`config.mk`:
```
export PLATFORM = sky130hd
export DESIGN_NAME = i2c_master_bit_engine
export DESIGN_NICKNAME = d
export VERILOG_FILES = /design/src/rtl/core/i2cm_pkg.sv /design/src/rtl/core/i2c_master_bit_engine.sv
export SDC_FILE = /design/constraint.sdc
export NUM_CORES = 1
export LEC_CHECK = 0
export ABC_AREA = 1
export BUFFER_PORTS_ARGS = -buffer_cell sky130_fd_sc_hd__buf_2
export CORE_AREA = 2 2 88 90
export CTS_BUF_LIST = sky130_fd_sc_hd__clkbuf_8
export DETAILED_ROUTE_END_ITERATION = 10
export DIE_AREA = 0 0 90 92
export PLACE_DENSITY = 0.87
export SYNTH_ARGS = -nofsm -noshare
export SYNTH_HDL_FRONTEND = slang
export SYNTH_SLANG_ARGS = --single-unit
```
`constraint.sdc`:
```
create_clock -name aclk -period 3.7 [get_ports aclk]
set_input_delay 0.185 -clock aclk [delete_from_list [all_inputs] [get_ports aclk]]
set_output_delay 0.185 -clock aclk [all_outputs]
set_load 0.02 [all_outputs]
```
`src/rtl/core/i2cm_pkg.sv`:
```
// Shared types, codes and delay table for the I2C master bit engine.
package i2cm_pkg;

    localparam int TickW = 12;
    localparam int UsW   = 5;

    localparam logic [TickW-1:0] TicksPerUsReset = 12'd480;

    typedef enum logic [2:0] {
        KIND_TICK  = 3'd0,
        KIND_START = 3'd1,
        KIND_STOP  = 3'd2,
        KIND_WRITE = 3'd3,
        KIND_READ  = 3'd4,
        KIND_WACK  = 3'd5
    } kind_t;

    typedef enum logic [3:0] {
        PH_IDLE       = 4'd0,
        PH_ST_A       = 4'd1,
        PH_ST_B       = 4'd2,
        PH_SP_A       = 4'd3,
        PH_SP_B       = 4'd4,
        PH_WA         = 4'd5,
        PH_WR_A       = 4'd6,
        PH_WR_DATA    = 4'd7,
        PH_WR_HIGH    = 4'd8,
        PH_WR_LOW     = 4'd9,
        PH_WR_TAIL    = 4'd10,
        PH_RD_LOW     = 4'd11,
        PH_RD_HIGH    = 4'd12,
        PH_RD_ACKSET  = 4'd13,
        PH_RD_ACKHIGH = 4'd14
    } phase_t;

    // Delay of each phase in microseconds
    function automatic logic [UsW-1:0] phase_wait_us(input phase_t ph);
        logic [UsW-1:0] w;
        case (ph)
            PH_ST_A, PH_ST_B, PH_SP_A, PH_SP_B, PH_WR_HIGH: w = 5'd4;
            PH_WA:                                         w = 5'd20;
            PH_IDLE:                                       w = 5'd0;
            default:                                       w = 5'd2;
        endcase
        return w;
    endfunction

endpackage

```
`src/rtl/core/i2c_master_bit_engine.sv`:
```
// I2C master bit engine: tick-driven bus sequencer with registered result stream.
//
//  channel | dir | handshake               | payload
//  s_      | in  | s_tvalid / s_tready     | s_tuser kind, s_tdata tick fields
//  m_      | out | m_tvalid / m_tready     | m_tdata pin levels and status
//  cfg_    | in  | cfg_valid / cfg_ready   | cfg_data ticks_per_us
//
// Each accepted tick updates the sequencer and loads the result
// register; one result per tick, a new tick every cycle while results drain.
// s_tready drops only while a result waits and m_tready is low.
// aresetn is synchronous, active low; the bus idles with SCL and SDA high.
// cfg_ready is always high.
module i2c_master_bit_engine
    import i2cm_pkg::*;
(
    input  logic        aclk,
    input  logic        aresetn,
    input  logic        s_tvalid,
    output logic        s_tready,
    input  logic [2:0]  s_tuser,   // [2:0] kind
    input  logic [15:0] s_tdata,   // [7:0] tx_byte, [8] send_ack, [9] sda_in, rest zero
    output logic        m_tvalid,
    input  logic        m_tready,
    output logic [15:0] m_tdata,   // [0] scl_level, [1] sda_level, [2] sda_drive,
                                   // [3] busy_res, [4] done_res, [12:5] rx_byte,
                                   // [13] nack_seen, rest zero
    input  logic        cfg_valid,
    output logic        cfg_ready,
    input  logic [11:0] cfg_data
);

    logic [TickW-1:0] tpu_cfg_reg;

    phase_t           phase_reg, phase_next;
    logic [TickW-1:0] tick_reg, tick_next;
    logic [UsW-1:0]   us_reg, us_next;
    logic [3:0]       bit_reg, bit_next;
    logic [7:0]       shift_reg, shift_next;
    logic [7:0]       rx_reg, rx_next;
    logic             scl_reg, scl_next;
    logic             sda_reg, sda_next;
    logic             dir_reg, dir_next;
    logic             nack_reg, nack_next;
    logic             ackc_reg, ackc_next;
    logic             done;

    logic             m_tvalid_reg;
    logic [15:0]      m_tdata_reg;

    logic             accept;
    logic [TickW-1:0] tpu;
    logic [TickW-1:0] tick_inc;
    logic [UsW-1:0]   us_inc;
    logic [3:0]       bit_inc;

    kind_t            kind;
    logic [7:0]       tx_byte;
    logic             send_ack;
    logic             sda_in;

    assign kind     = kind_t'(s_tuser);
    assign tx_byte  = s_tdata[7:0];
    assign send_ack = s_tdata[8];
    assign sda_in   = s_tdata[9];

    assign s_tready  = !m_tvalid_reg || m_tready;
    assign accept    = s_tvalid && s_tready;
    assign cfg_ready = 1'b1;
    assign m_tvalid  = m_tvalid_reg;
    assign m_tdata   = m_tdata_reg;

    assign tpu      = (tpu_cfg_reg == '0) ? TickW'(1) : tpu_cfg_reg;
    assign tick_inc = tick_reg + TickW'(1);
    assign us_inc   = us_reg + UsW'(1);
    assign bit_inc  = bit_reg + 4'd1;

    always_comb begin
        phase_next = phase_reg;
        tick_next  = tick_reg;
        us_next    = us_reg;
        bit_next   = bit_reg;
        shift_next = shift_reg;
        rx_next    = rx_reg;
        scl_next   = scl_reg;
        sda_next   = sda_reg;
        dir_next   = dir_reg;
        nack_next  = nack_reg;
        ackc_next  = ackc_reg;
        done       = 1'b0;

        if (phase_reg == PH_IDLE) begin
            case (kind)
                KIND_START: begin
                    dir_next = 1'b1; scl_next = 1'b1; sda_next = 1'b1;
                    phase_next = PH_ST_A; tick_next = '0; us_next = '0;
                end
                KIND_STOP: begin
                    dir_next = 1'b1; scl_next = 1'b0; sda_next = 1'b0;
                    phase_next = PH_SP_A; tick_next = '0; us_next = '0;
                end
                KIND_WRITE: begin
                    dir_next = 1'b1; scl_next = 1'b0; shift_next = tx_byte;
                    bit_next = '0;
                    phase_next = PH_WR_A; tick_next = '0; us_next = '0;
                end
                KIND_READ: begin
                    dir_next = 1'b0; scl_next = 1'b0; shift_next = '0;
                    bit_next = '0; ackc_next = send_ack;
                    phase_next = PH_RD_LOW; tick_next = '0; us_next = '0;
                end
                KIND_WACK: begin
                    // release SDA in the same update that raises SCL
                    dir_next = 1'b0; sda_next = 1'b1; scl_next = 1'b1;
                    phase_next = PH_WA; tick_next = '0; us_next = '0;
                end
                default: ;
            endcase
        end else if (tick_inc >= tpu) begin
            tick_next = '0;
            us_next   = us_inc;
            if (us_inc >= phase_wait_us(phase_reg)) begin
                us_next = '0;
                case (phase_reg)
                    PH_ST_A: begin
                        sda_next = 1'b0; phase_next = PH_ST_B;
                    end
                    PH_ST_B: begin
                        scl_next = 1'b0; phase_next = PH_IDLE; done = 1'b1;
                    end
                    PH_SP_A: begin
                        scl_next = 1'b1; sda_next = 1'b1; phase_next = PH_SP_B;
                    end
                    PH_WA: begin
                        nack_next = sda_in; scl_next = 1'b0;
                        phase_next = PH_IDLE; done = 1'b1;
                    end
                    PH_WR_A: begin
                        sda_next   = shift_reg[7];
                        shift_next = {shift_reg[6:0], 1'b0};
                        phase_next = PH_WR_DATA;
                    end
                    PH_WR_DATA: begin
                        scl_next = 1'b1; phase_next = PH_WR_HIGH;
                    end
                    PH_WR_HIGH: begin
                        scl_next = 1'b0; phase_next = PH_WR_LOW;
                    end
                    PH_WR_LOW: begin
                        bit_next = bit_inc;
                        if (bit_inc < 4'd8) begin
                            sda_next   = shift_reg[7];
                            shift_next = {shift_reg[6:0], 1'b0};
                            phase_next = PH_WR_DATA;
                        end else begin
                            phase_next = PH_WR_TAIL;
                        end
                    end
                    PH_RD_LOW: begin
                        scl_next   = 1'b1;
                        shift_next = {shift_reg[6:0], sda_in};
                        phase_next = PH_RD_HIGH;
                    end
                    PH_RD_HIGH: begin
                        bit_next = bit_inc;
                        scl_next = 1'b0;
                        if (bit_inc < 4'd8) begin
                            phase_next = PH_RD_LOW;
                        end else begin
                            rx_next    = shift_reg;
                            dir_next   = 1'b1;
                            sda_next   = !ackc_reg;
                            phase_next = PH_RD_ACKSET;
                        end
                    end
                    PH_RD_ACKSET: begin
                        scl_next = 1'b1; phase_next = PH_RD_ACKHIGH;
                    end
                    PH_RD_ACKHIGH: begin
                        scl_next = 1'b0; phase_next = PH_IDLE; done = 1'b1;
                    end
                    default: begin
                        // stop tail and write tail just finish
                        phase_next = PH_IDLE; done = 1'b1;
                    end
                endcase
            end
        end else begin
            tick_next = tick_inc;
        end
    end

    always_ff @(posedge aclk) begin
        if (!aresetn) begin
            tpu_cfg_reg <= TicksPerUsReset;
        end else if (cfg_valid) begin
            tpu_cfg_reg <= cfg_data;
        end
    end

    always_ff @(posedge aclk) begin
        if (!aresetn) begin
            phase_reg <= PH_IDLE;
            tick_reg  <= '0;
            us_reg    <= '0;
            bit_reg   <= '0;
            shift_reg <= '0;
            rx_reg    <= '0;
            scl_reg   <= 1'b1;
            sda_reg   <= 1'b1;
            dir_reg   <= 1'b1;
            nack_reg  <= 1'b0;
            ackc_reg  <= 1'b0;
        end else if (accept) begin
            phase_reg <= phase_next;
            tick_reg  <= tick_next;
            us_reg    <= us_next;
            bit_reg   <= bit_next;
            shift_reg <= shift_next;
            rx_reg    <= rx_next;
            scl_reg   <= scl_next;
            sda_reg   <= sda_next;
            dir_reg   <= dir_next;
            nack_reg  <= nack_next;
            ackc_reg  <= ackc_next;
        end
    end

    always_ff @(posedge aclk) begin
        if (!aresetn) begin
            m_tvalid_reg <= 1'b0;
        end else if (accept) begin
            m_tvalid_reg <= 1'b1;
        end else if (m_tready) begin
            m_tvalid_reg <= 1'b0;
        end
    end

    always_ff @(posedge aclk) begin
        if (accept) begin
            m_tdata_reg <= {2'b00, nack_next, rx_next, done,
                            (phase_next != PH_IDLE), dir_next, sda_next, scl_next};
        end
    end

endmodule
```
# Word level (Yosys, flattened, before mapping)
# Cells that the tools add are included.
[word_totals]
reg_bits = 73
in_bits = 36
out_inout_bits = 19
[op_classes]
add_sub_neg = 3
magnitude_cmp = 3
n_eq_ne = 22
n_mux = 59
bitwise_logic = 2
n_reduce_logical = 29
[ops]
columns = ["operator", "count"]
rows = [
  ["8-bit two-way mux", 9],
  ["12-bit two-way mux", 4],
  ["4-bit two-way mux", 9],
  ["4-bit one-hot mux with 9 select lines", 1],
  ["5-bit two-way mux", 6],
  ["4-bit equality test, second input constant", 6],
  ["8-bit one-hot mux with 3 select lines", 1],
  ["1-bit two-way mux", 20],
  ["4-bit one-hot mux with 5 select lines", 1],
  ["4-bit by 3-bit equality test with 1-bit output, second input constant", 4],
  ["8-bit one-hot mux with 2 select lines", 1],
  ["5-bit OR reduction", 3],
  ["12-bit by 1-bit adder with 12-bit output, second input constant", 1],
  ["12-bit greater-or-equal comparator", 1],
  ["12-bit logical NOT", 1],
  ["5-bit one-hot mux with 2 select lines", 1],
  ["3-bit OR reduction", 3],
  ["9-bit OR reduction", 1],
  ["4-bit by 2-bit equality test with 1-bit output, second input constant", 2],
  ["1-bit one-hot mux with 2 select lines", 4],
  ["2-bit nonzero test", 4],
  ["4-bit nonzero test", 2],
  ["2-bit OR reduction", 4],
  ["3-bit by 2-bit equality test with 1-bit output, second input constant", 2],
  ["other kinds (22)", 27],
]

# Logic depth before layout (Yosys ltp)
# Gate-level depths: netlist of the first run.
[logic_depth]
word_depth = 10
mapped_depth = 22

# Worst setup path before layout of the first run
# No wires, ideal clock.
[synth_timing]
path_type = "register to register"
startpoint = "reg tick_reg[0]"
endpoint = "reg m_tdata_reg[3], in the netlist m_tdata[3] (data pin)"
setup_time_ps = 254
t_arrival_ps = 2642
setup_slack_ps = 804
stages_incl_launch_ff = 21
period_less_slack_ps = 2896
path_cell_list = "dfxtp_1 -> ha_1 -> nand3_1 -> nor2_1 -> nand2_1 -> nor3_1 -> nand3_1 -> xor2_1 -> ha_1 -> nand2_1 -> inv_1 -> nand2_1 -> nand2_1 -> a21oi_1 -> nand2_2 -> nand2_4 -> inv_1 -> nand2_1 -> a21oi_1 -> nor2_1 -> nand2_1"
[synth_via]
elab_chain_cells = 5
[synth_lines]
columns = ["item", "line", "text"]
rows = [
  ["from (decl)", "i2c_master_bit_engine.sv:35", "logic [TickW-1:0] tick_reg, tick_next;"],
  ["from (signal assigned)", "i2c_master_bit_engine.sv:215", "tick_reg <= tick_next;"],
  ["12-bit by 1-bit adder with 12-bit output", "i2c_master_bit_engine.sv:73", "assign tick_inc = tick_reg + TickW'(1);"],
  ["12-bit greater-or-equal comparator", "i2c_master_bit_engine.sv:118", "end else if (tick_inc >= tpu) begin"],
  ["4-bit two-way mux", "i2c_master_bit_engine.sv:118", ""],
  ["4-bit two-way mux", "i2c_master_bit_engine.sv:91", "if (phase_reg == PH_IDLE) begin"],
  ["4-bit nonzero test", "i2c_master_bit_engine.sv:241", "(phase_next != PH_IDLE), dir_next, sda_next, scl_next};"],
  ["to (signal assigned)", "i2c_master_bit_engine.sv:240", "m_tdata_reg <= {2'b00, nack_next, rx_next, done,"],
  ["to (decl)", "i2c_master_bit_engine.sv:48", "logic [15:0] m_tdata_reg;"],
]
# Every way passes these cells.
# A chain may end at the register's enable or synchronous reset.

# Final worst setup path of the first run
[layout_timing]
startpoint = "reg tick_reg[0]"
endpoint = "reg bit_reg[3]"
[layout_via]
elab_chain_cells = 4
[layout_lines]
columns = ["item", "line", "text"]
rows = [
  ["12-bit by 1-bit adder with 12-bit output", "i2c_master_bit_engine.sv:73", ""],
  ["12-bit greater-or-equal comparator", "i2c_master_bit_engine.sv:118", ""],
  ["2-bit nonzero test (no line)", "--", ""],
  ["5-bit AND reduction (no line)", "--", ""],
  ["to (signal assigned)", "i2c_master_bit_engine.sv:217", "bit_reg <= bit_next;"],
  ["to (decl)", "i2c_master_bit_engine.sv:37", "logic [3:0] bit_reg, bit_next;"],
]
# Every way passes these cells.

==> results of run 1 <==
==> cell usage in the layout, fill, tap and decap left out, types with 2 or more instances in the layout <==
cell type  instances
nand2_4            2
conb_1             3
xor2_1            11
buf_4              6
nand4_1            7
ha_1              18
a22oi_1            2
clkbuf_8           9
inv_1             83
xnor2_1            2
nand2_2           13
o22ai_1            3
nand2_1          141
inv_2              4
nor3_1             5
nand3_1           32
buf_2             45
o21ai_0           39
nor4_1             2
o21ai_2           16
nor2_2             8
bufinv_16          4
a21oi_1           60
dfxtp_1           59
edfxtp_1          14
o211ai_1           4
nor2_1            38
==> layout make-up <==
| class | count | area (um^2) | share of cell area |
|---|---|---|---|
| Timing Repair Buffer | 51 | 270.3 | 0.05619 |
| Sequential cell | 73 | 1602 | 0.3330 |
| Multi-Input combinational cell | 416 | 2218 | 0.4612 |
| Clock buffer | 9 | 123.9 | 0.02575 |
| Tap cell | 102 | 127.6 | 0.02653 |
| Clock inverter | 7 | 141.4 | 0.02940 |
| Inverter | 87 | 326.6 | 0.06790 |
==> report_power, final <==
group	internal (mW)	leakage, nW	total, mW	switching, mW
Sequential	0.861	0.620	0.889	0.0280
Combinational	0.132	1.55	0.415	0.284
Clock	0.517	0.135	0.845	0.327
==> worst max-delay path: cells and delay by family (launching register included) <==
| family | cells | cell delay [ns] |
|---|---|---|
| fa+ha+maj | 2 | 0.49 |
| xor+xnor | 1 | 0.19 |
| flops | 1 | 0.40 |
| compound gates | 1 | 0.20 |
| simple gates | 15 | 1.96 |
==> through the flow <==
stage / hold slack [ns] / worst slack, ns
floorplan: 0.3114 / 0.8039
global placement: 0.3958 / 0.1985
detailed placement: 0.4018 / 0.04265
CTS: 0.02834 / 0.009781
global route: 0.04110 / 0.06107
finish: 0.02897 / 0.3759
==> logic make-up (layout without fill, tap and decap cells) <==
group,count (synthesis),count (layout),share of synthesized area
AO/OA/AOI/OAI,129,129,0.1746
XOR/XNOR,13,13,0.02674
adder cells (fa/ha/maj),18,18,0.05290
buffers and inverters,107,154,0.1064
flip-flops,73,73,0.3761
other,2,3,0.001764
AND/OR/NAND/NOR,253,253,0.2615
==> worst paths after layout <==
path | cells past startpoint | startpoint | slack [ns] | to
hold reg to reg | 2 | tick_reg[10]$_SDFFE_PN0P_ | 0.48 | tick_reg[10]$_SDFFE_PN0P_
setup / recovery | 19 | tick_reg[0]$_SDFFE_PN0P_ | 0.38 | bit_reg[3]$_SDFFE_PN0P_
setup reg to reg | 19 | tick_reg[0]$_SDFFE_PN0P_ | 0.38 | bit_reg[3]$_SDFFE_PN0P_
hold / removal | 3 | cfg_data[6] | 0.03 | tpu_cfg_reg[6]$_SDFFE_PN1P_
==> routing by layer <==
metal  global-route usage  vias to the layer above  routed length, um
li1                     -                     2017                  -
met1               0.2815                     1844               4133
met2               0.4693                      114               5254
met3              0.04848                       19                499
met4               0.1051                        0                163
met5                    0                        -                  0
==> results.md, run 1 <==
* Outcome: finished, final reports clean
* Hold buffers post-CTS at 0
* Power Dens Cells at roughly 450 mW/mm^2
* Commonest cells in the netlist: nand2_1 (141), inv_1 (82), a21oi_1 (61), dfxtp_1 (59)
* CP arrival at around 3.6 ns
* HPWL Detailed at approximately 7200 um
* DP Area at roughly 0.0045 mm^2
* Detailed Route WL at about 10,000 um
* DIE AREA at between 0.008 and 0.009 mm^2
* Worst-margin pin slew at ~0.80 ns
* Post-CTS setup buffers at 0
* Leakage at between 2 and 2.5 nW
* FMAX at roughly 0.30 GHz
* GR Util All Layers at 0.2523
* Asr flop ratio synth at 0
* Clock Path Buffers at 2
* Post-synth EDFFs at 14
* Critical-path top delay cell: dfxtp_1
* Overflow after GRT at 0
* CTS resizes at 0
* Cell row count at 32
* Cts bufs inserted at 9
* Hold Vio Cnt, Final at 0
* #FFs+latches synth at between 70 and 80
* Unique masters post-synth at 37
* Root Buffer Master: clkbuf_8
* Drt pass-1 iters at 4
* Max Slew Vio Count at 0
* Die Span X at roughly 90 um
* Vias/cell at 5.361
* Minimum clock period at 3.324 ns
* Synth Instances at about 600
* VDD IR-drop max at about 0.25 mV
* Hold Path Class: primary input to register
* Share of cells above drive strength 1 at 0.1773
* Residual DRC at 0
* Initial antenna violation count at 0
* Layout fillers at ~670
* Core ar. at around 0.0074 mm^2
* Critical path, cell by cell: ha_1 -> nand3_1 -> nor2_1 -> nand2_1 -> nor3_1 -> nand3_1 -> xor2_1 -> ha_1 -> nand2_1 -> nor2_2 -> nand2_1 -> nor2_2 -> nand2_2 -> nand3_1 -> nand2_1 -> nor2_4 -> nand2_1 -> o21ai_0 -> nor2_1
* Area contributors post-synth: dfxtp_1 (28%), nand2_1 (12%), edfxtp_1 (9.9%)
* Endpoint type of the worst setup path: register
* Synth top area share at 0.2774
* Largest register FFs at 14
* Vias in the first global route at between 3,000 and 4,000
* Top_reg_cell synth: dfxtp_1
* Mean Syn Cell Area at ~7 um^2
* Crit Path Max Fanout at 11
* Clk_lat worst skew at approximately 0.37 ns
* Yosys top cell by area: dfxtp_1
* Setup tns final at 0 ns
* Most common cell in the netlist: nand2_1
* CTS tree: built
* Antenna diode count at 0
* RSZ-0062 raised after global routing: no
* WL/cell at about 13 um
* IO Count at 55
* Routability cong. at approximately 0.96
* Ys Warns at 0
* Via Count at approximately 4,000
* Worst-path clk slew at roughly 0.08 ns
* Final Cycle Share at 0.8984
* Clock skew at 0.01055 ns
* Largest net degree at the start of global routing at 45
* Max Cap Viol at 0
* Non-Filler Instances at 745
* Area grow syn2layout at 12.96%
* WS Path Type: register to register
* Req. time, crit path at approximately 4 ns
* CP max stage delay at approximately 0.4 ns
* Setup violators final at 0
* Fin area at 0.004810 mm^2
* Chip Height at 92 um
* 1st-iter DRT viols at 220
* Fin nets at between 600 and 700
* First-pass GRT wire length at approximately 17,000 um
* Initial Utilization at 0.5717
* Placed insts at between 700 and 800
* Most used cell, CP: nand2_1
* Mapped Area at roughly 0.0043 mm^2
* Clock Sinks at 73
* Fin util at 0.6458
* H-tree levels at 3
* Final ANT Viol Nets at 0
* Port bufs at 45
* Sequential fraction of the synthesis area at 0.3761
* Tot Pwr at 2.149 mW
* Normalized max-slew margin at 0.4651
* Crit path launch type: register
(Power assumes the default switching activity.)
==> inputs of run 2 (changes only) <==
Settings changed: CAP_MARGIN set to 25, CELL_PAD_IN_SITES_DETAIL_PLACEMENT set to 1, CELL_PAD_IN_SITES_GLOBAL_PLACEMENT set to 1, CORE_AREA 2 2 88 90 to 2 2 103 105, DIE_AREA 0 0 90 92 to 0 0 105 107.
==> run 2 against run 1 <==
Against the previous run: power shrank 6.3%; critical path depth grew 1; flip-flop and latch count is the same; highest routed layer unchanged; register-to-register slack lost 0.04 ns.
==> results.md, run 2 (synthesized netlist as in run 1, its figures left out) <==
* Normalized max-slew margin at 0.4409
* Minimum clock period at 3.365 ns
* Internal Power at around 1.4 mW
* 1st-iter DRT viols at 151
* Cts bufs inserted at 9
* Clk_lat worst skew at between 0.3 and 0.4 ns
* Root Buffer Master: clkbuf_8
* Worst Hold Depth at 3
* Detailed Route WL at roughly 12,000 um
* Layout fillers at approximately 1,300
* R2R Setup Slk at around 0.34 ns
* HPWL Detailed at between 8000 and 9000 um
* Vias in the first global route at about 4,300
* GR Util All Layers at 0.2223
* Worst hold start: cfg_data[6]
* Tot Pwr at just over 2 mW
* Core ar. at approximately 0.010 mm^2
* Fin util at 0.4766
* WL/cell at about 15 um
* Req. time, crit path at 3.82 ns
* Clock power share at 0.344
* Crit path launch type: register
* Cell count of the worst reg-to-reg path at 20
* Clock skew at approximately 0.012 ns
* Fin nets at a little under 700
* Drt pass-1 iters at 4
* Pre-CTS setup slack at -0.1385 ns
* Critical R2R Capture: m_tdata[3]$_DFFE_PP_
* Commonest non-fill, non-tap cell in the layout: nand2_1
* Routability cong. at slightly below 0.9
* Max Slew Vio Count at 0
* Combinational power share at 0.214
* Crit Path Max Fanout at 10
* Via Count at about 4,000
* Switching power total at 0.6437 mW
* Chip Height at about 110 um
* Final WS setup at about 0.34 ns
* Max Cap Viol at 0
* Share of cells above drive strength 1 at 0.1786
* First-pass GRT wire length at ~20,000 um
* Die Span X at between 100 and 150 um
* Worst-path clk slew at around 0.090 ns
* Outcome: finished, final reports clean
* Switching share of power at 0.3195
* CP arrival at between 3 and 4 ns
* Antenna diode count at 0
* Worst-margin pin slew at roughly 0.84 ns
* Cell row count at 37
* Placed insts at ~760
* Leakage at between 2 and 2.5 nW
* Residual DRC at 0
* Setup violators final at 0
* DIE AREA at 0.01124 mm^2
* Area grow syn2layout at 12.96%
* FMAX at 0.2972 GHz
* Hold Vio Cnt, Final at 0
* Initial Utilization at 0.4219
* H-tree levels at 3
* Final Cycle Share at 0.9094
* Sequential power share at 0.442
* Largest register FFs at 14
* Min-Delay Endpoint: tpu_cfg_reg[6]$_SDFFE_PN1P_
* Port bufs at 45
* Power Dens Cells at around 420 mW/mm^2
* Vias/cell at roughly 5.2
* Endpoint type of the worst setup path: register
* Final ANT Viol Nets at 0
* IO Count at 55
* R2r startpoint: tick_reg[0]$_SDFFE_PN0P_
* Hold Path Class: primary input to register
* Initial antenna violation count at 0
* CTS tree: built
* VDD IR-drop max at around 0.25 mV
* Overflow after GRT at 0
* Most frequent cells in the layout: nand2_1 (140), inv_1 (84), a21oi_1 (61), dfxtp_1 (59), buf_2 (45)
* Clock Sinks at 73
* DP Area at around 0.0046 mm^2
* Non-Filler Instances at 780
* Clock Path Buffers at 2
* Fin area at ~0.0048 mm^2
* WS Path Type: register to register
* Largest net degree at the start of global routing at 41
* Hold buffers post-CTS at 0
==> run 2: per-stage QoR <==
step | hold WS, ns | setup TNS [ns]
after floorplan | 0.3114 | 0
after global placement | 0.3985 | 0
after detailed placement | 0.4098 | -0.4172
after CTS | 0.03419 | 0
after global routing | 0.03999 | -0.008888
final | 0.04532 | 0
==> run 2: power groups by stage <==
stage / clock network (mW) / logic, mW / registers (mW)
after floorplan: 0 / 0.288 / 0.921
after CTS: 0.709 / 0.429 / 0.891
after global routing: 0.738 / 0.488 / 0.896
final: 0.693 / 0.431 / 0.890
after detailed placement: 0 / 0.422 / 0.909
after global placement: 0 / 0.402 / 0.906
==> run 2: layout make-up <==
type | count | area (um^2) | share of cell area
clock buffers | 9 | 123.9 | 0.02575
clock inverters | 7 | 87.58 | 0.01821
inverters | 87 | 326.6 | 0.06790
multi-input cells | 416 | 2222 | 0.4620
flip-flops and latches | 73 | 1602 | 0.3330
well taps | 136 | 170.2 | 0.03538
repair buffers | 52 | 277.8 | 0.05775
==> run 2: what timing repair did <==
item / CTS / global route
endpoints found under the setup margin: 4 / 23
setup buffers: 0 / 1
pin swaps: 0 / 1
gates resized for setup: 1 / 3
==> run 2: how the worst max path moves through the flow <==
stage,start,endpoint,slack [ns],cells after the start
finish,tick_reg[0]$_SDFFE_PN0P_,m_tdata[3]$_DFFE_PP_,0.34,20
global route,tick_reg[0]$_SDFFE_PN0P_,m_tdata[3]$_DFFE_PP_,-0.009,20
CTS,tick_reg[0]$_SDFFE_PN0P_,bit_reg[1]$_SDFFE_PN0P_,0.1,21
detailed placement,tick_reg[0]$_SDFFE_PN0P_,bit_reg[1]$_SDFFE_PN0P_,-0.14,21
global placement,tick_reg[0]$_SDFFE_PN0P_,bit_reg[3]$_SDFFE_PN0P_,0.11,19
floorplan,tick_reg[0]$_SDFFE_PN0P_,m_tdata[3]$_DFFE_PP_,0.80,20
==> run 2: critical path, stage by stage (launching register included) <==
cell	delay, ns
dfxtp_1	0.41
ha_1	0.21
nand3_1	0.13
nor2_1	0.11
nand2_1	0.09
nor3_2	0.17
nand3_1	0.12
xor2_1	0.25
ha_1	0.29
nand2_1	0.09
inv_1	0.05
nand2_1	0.07
nand2_1	0.05
a21oi_1	0.26
nand2_2	0.20
nand2_4	0.19
inv_1	0.10
nand2_1	0.10
a21oi_1	0.07
nor2_1	0.10
nand2_1	0.06
==> run 2: per-layer routing <==
layer / share of wire / track usage / vias up
met5: 0 / 0 / -
met4: 0.015 / 0.08667 / 0
met3: 0.035 / 0.04255 / 19
met2: 0.53 / 0.4249 / 74
met1: 0.42 / 0.2404 / 1915
li1: - / - / 2009
==> inputs of run 3 (changes only) <==
Settings changed: CORE_AREA 2 2 103 105 to 2 2 74 146, CTS_CLUSTER_DIAMETER set to 150, DIE_AREA 0 0 105 107 to 0 0 76 148, MAX_ROUTING_LAYER set to met4.
==> run 3 against run 2 <==
Against the previous run: via count increased by 2.7%; largest cell class unchanged; clock skew is 0.0047 ns lower; cell count increased by 0.26%; core utilization is essentially flat; clock power is 11% lower; flip-flop and latch count unchanged; fmax fell by 2.1%; largest power group unchanged; highest routed layer unchanged.
==> results.md, run 3 (synthesized netlist as in run 1, its figures left out) <==
* Residual DRC at 0
* HPWL Detailed at 9367 um
* Leakage at about 2.3 nW
* Largest net degree at the start of global routing at 45
* VDD IR-drop max at around 0.23 mV
* WL met1 at ~4200 um
* Overflow after GRT at 0
* Hold buffers post-CTS at 0
* Final Cycle Share at 0.9290
* CP arrival at roughly 3.7 ns
* WS Path Type: register to register
* Clock Sinks at between 70 and 80
* WL/cell at around 16 um
* Worst hold start: cfg_data[6]
* Endpoint type of the worst setup path: register
* R2r startpoint: tick_reg[0]$_SDFFE_PN0P_
* Met2 WL at around 7200 um
* Antenna diode count at 0
* Cell count of the worst reg-to-reg path at 19
* Min-Delay Endpoint: tpu_cfg_reg[6]$_SDFFE_PN1P_
* Initial Utilization at 0.4222
* Root Buffer Master: clkbuf_8
* First-pass GRT wire length at approximately 20,000 um
* Initial antenna violation count at 0
* Hold Vio Cnt, Final at 0
* Normalized max-slew margin at 0.4749
* Switching power total at a little under 0.7 mW
* Clk_lat worst skew at ~0.37 ns
* FMAX at between 0.2 and 0.3 GHz
* Hold Path Class: primary input to register
* Detailed Route WL at 12,220 um
* Vias in the first global route at between 4,000 and 5,000
* Worst-path clk slew at approximately 0.090 ns
* Final WS setup at around 0.26 ns
* Share of cells above drive strength 1 at 0.1855
* Cell row count at 52
* Die Span X at 76 um
* Critical R2R Capture: phase_reg[0]$_SDFFE_PN0P_
* Core ar. at 0.01008 mm^2
* CTS tree: built
* Final ANT Viol Nets at 0
* Internal Power at 1.255 mW
* Commonest non-fill, non-tap cell in the layout: nand2_1
* Minimum clock period at approximately 3.4 ns
* Vias/cell at around 5.3
* Req. time, crit path at approximately 4.0 ns
* Max Cap Viol at 0
* Outcome: finished, final reports clean
* Cts bufs inserted at 9
* Largest register FFs at 14
* Drt pass-1 iters at 4
* Via Count at just over 4,000
* Setup violators final at 0
* Crit Path Max Fanout at 10
* Metal3 WL at just over 300 um
* Pre-CTS setup slack at -0.2087 ns
* Worst Hold Depth at 3
* Area grow syn2layout at 12.96%
* H-tree levels at 3
* Power Dens Cells at between 400 and 500 mW/mm^2
* R2R Setup Slk at between 0.2 and 0.3 ns
* Setup tns final at 0 ns
* 1st-iter DRT viols at 196
* Clock power share at 0.316
* Clock skew at about 0.0072 ns
* IO Count at 55
* Routability cong. at just over 0.9
* Sequential power share at 0.458
* Worst-margin pin slew at between 0.7 and 0.8 ns
* Crit path launch type: register
* Switching share of power at 0.3555
* Fin nets at roughly 700
* Clock Path Buffers at 2
* Combinational power share at 0.226
* DIE AREA at around 0.011 mm^2
* GR Util All Layers at 0.2337
* Most frequent cells in the layout: nand2_1 (141), inv_1 (82), a21oi_1 (60), dfxtp_1 (59), buf_2 (45)
* Port bufs at 45
* Top sig layer: met4
* Max Slew Vio Count at 0
* Chip Height at 148 um
run 3: cell count changes in the layout (fill, tap and decap cells not counted), sizes merged:
cell,change
clkinvlp,+3
clkinv,-2
bufinv,-2
inv,+1
buf,+3
run 3: worst max-delay path, cell delays in order (launching register included):
cell and delay, ns:
dfxtp_1 0.42, ha_1 0.24, nand3_1 0.14, nor2_1 0.12, nand2_1 0.11, nor3_2 0.22, nand3_1 0.15, xor2_1 0.18
ha_1 0.29, nand2_1 0.09, nor2_2 0.17, nand2_1 0.10, nor2_2 0.14, nand2_2 0.10, nand2_2 0.11, nand2_4 0.12
o21ai_0 0.21, nand2_1 0.11, o21ai_0 0.25, inv_1 0.07
run 3: timing repair:
item | 4_1_cts | 5_1_grt
pin swaps | 0 | 1
gates resized for setup | 2 | 3
setup endpoints to repair | 12 | 48
buffers inserted | 0 | 1
run 3: worst max-delay path by stage:
stage               cells after the start                startpoint                   endpoint  slack [ns]
floorplan                              20  tick_reg[0]$_SDFFE_PN0P_       m_tdata[3]$_DFFE_PP_        0.80
global placement                       19  tick_reg[0]$_SDFFE_PN0P_    bit_reg[3]$_SDFFE_PN0P_        0.07
detailed placement                     19  tick_reg[0]$_SDFFE_PN0P_    bit_reg[3]$_SDFFE_PN0P_       -0.21
CTS                                    18  tick_reg[0]$_SDFFE_PN0P_   tick_reg[8]$_SDFFE_PN0P_        0.03
global route                           21  tick_reg[0]$_SDFFE_PN0P_     us_reg[4]$_SDFFE_PN0P_       -0.03
finish                                 19  tick_reg[0]$_SDFFE_PN0P_  phase_reg[0]$_SDFFE_PN0P_        0.26
run 3: area by class of cell:
class | instances | area [um^2]
Inverter | 87 | 326.6
Tap cell | 135 | 168.9
Clock buffer | 9 | 123.9
Multi-Input combinational cell | 416 | 2228
Sequential cell | 73 | 1602
Timing Repair Buffer | 55 | 300.3
Clock inverter | 7 | 60.06
Fill cell | 1351 | 5275
run 3: power by group through the flow:
stage | clock [mW] | sequential (mW) | combinational, mW
4_1_cts | 0.619 | 0.892 | 0.437
5_1_grt | 0.657 | 0.899 | 0.494
3_5_place_dp | 0 | 0.910 | 0.429
6_report | 0.616 | 0.892 | 0.440
2_1_floorplan | 0 | 0.921 | 0.288
3_3_place_gp | 0 | 0.907 | 0.409
run 3: routing by layer:
metal | track usage | vias up
met5 | - | -
met4 | 0.1200 | 0
met3 | 0.03968 | 40
met2 | 0.4661 | 80
met1 | 0.2038 | 1988
li1 | - | 2018
run 3: per-stage QoR:
step / instance area, um^2 / util / hold WS (ns) / cells / total power, mW
2_1_floorplan: 4262 / - / 0.3114 / 596 / 1.208
3_3_place_gp: 4597 / 0.4558 / 0.3999 / 765 / 1.316
3_5_place_dp: 4597 / 0.4558 / 0.4065 / 765 / 1.339
4_1_cts: 4788 / 0.4748 / 0.02492 / 781 / 1.947
5_1_grt: 4810 / 0.4769 / 0.03977 / 782 / 2.050
6_report: 4810 / 0.4769 / 0.02729 / 782 / 1.947
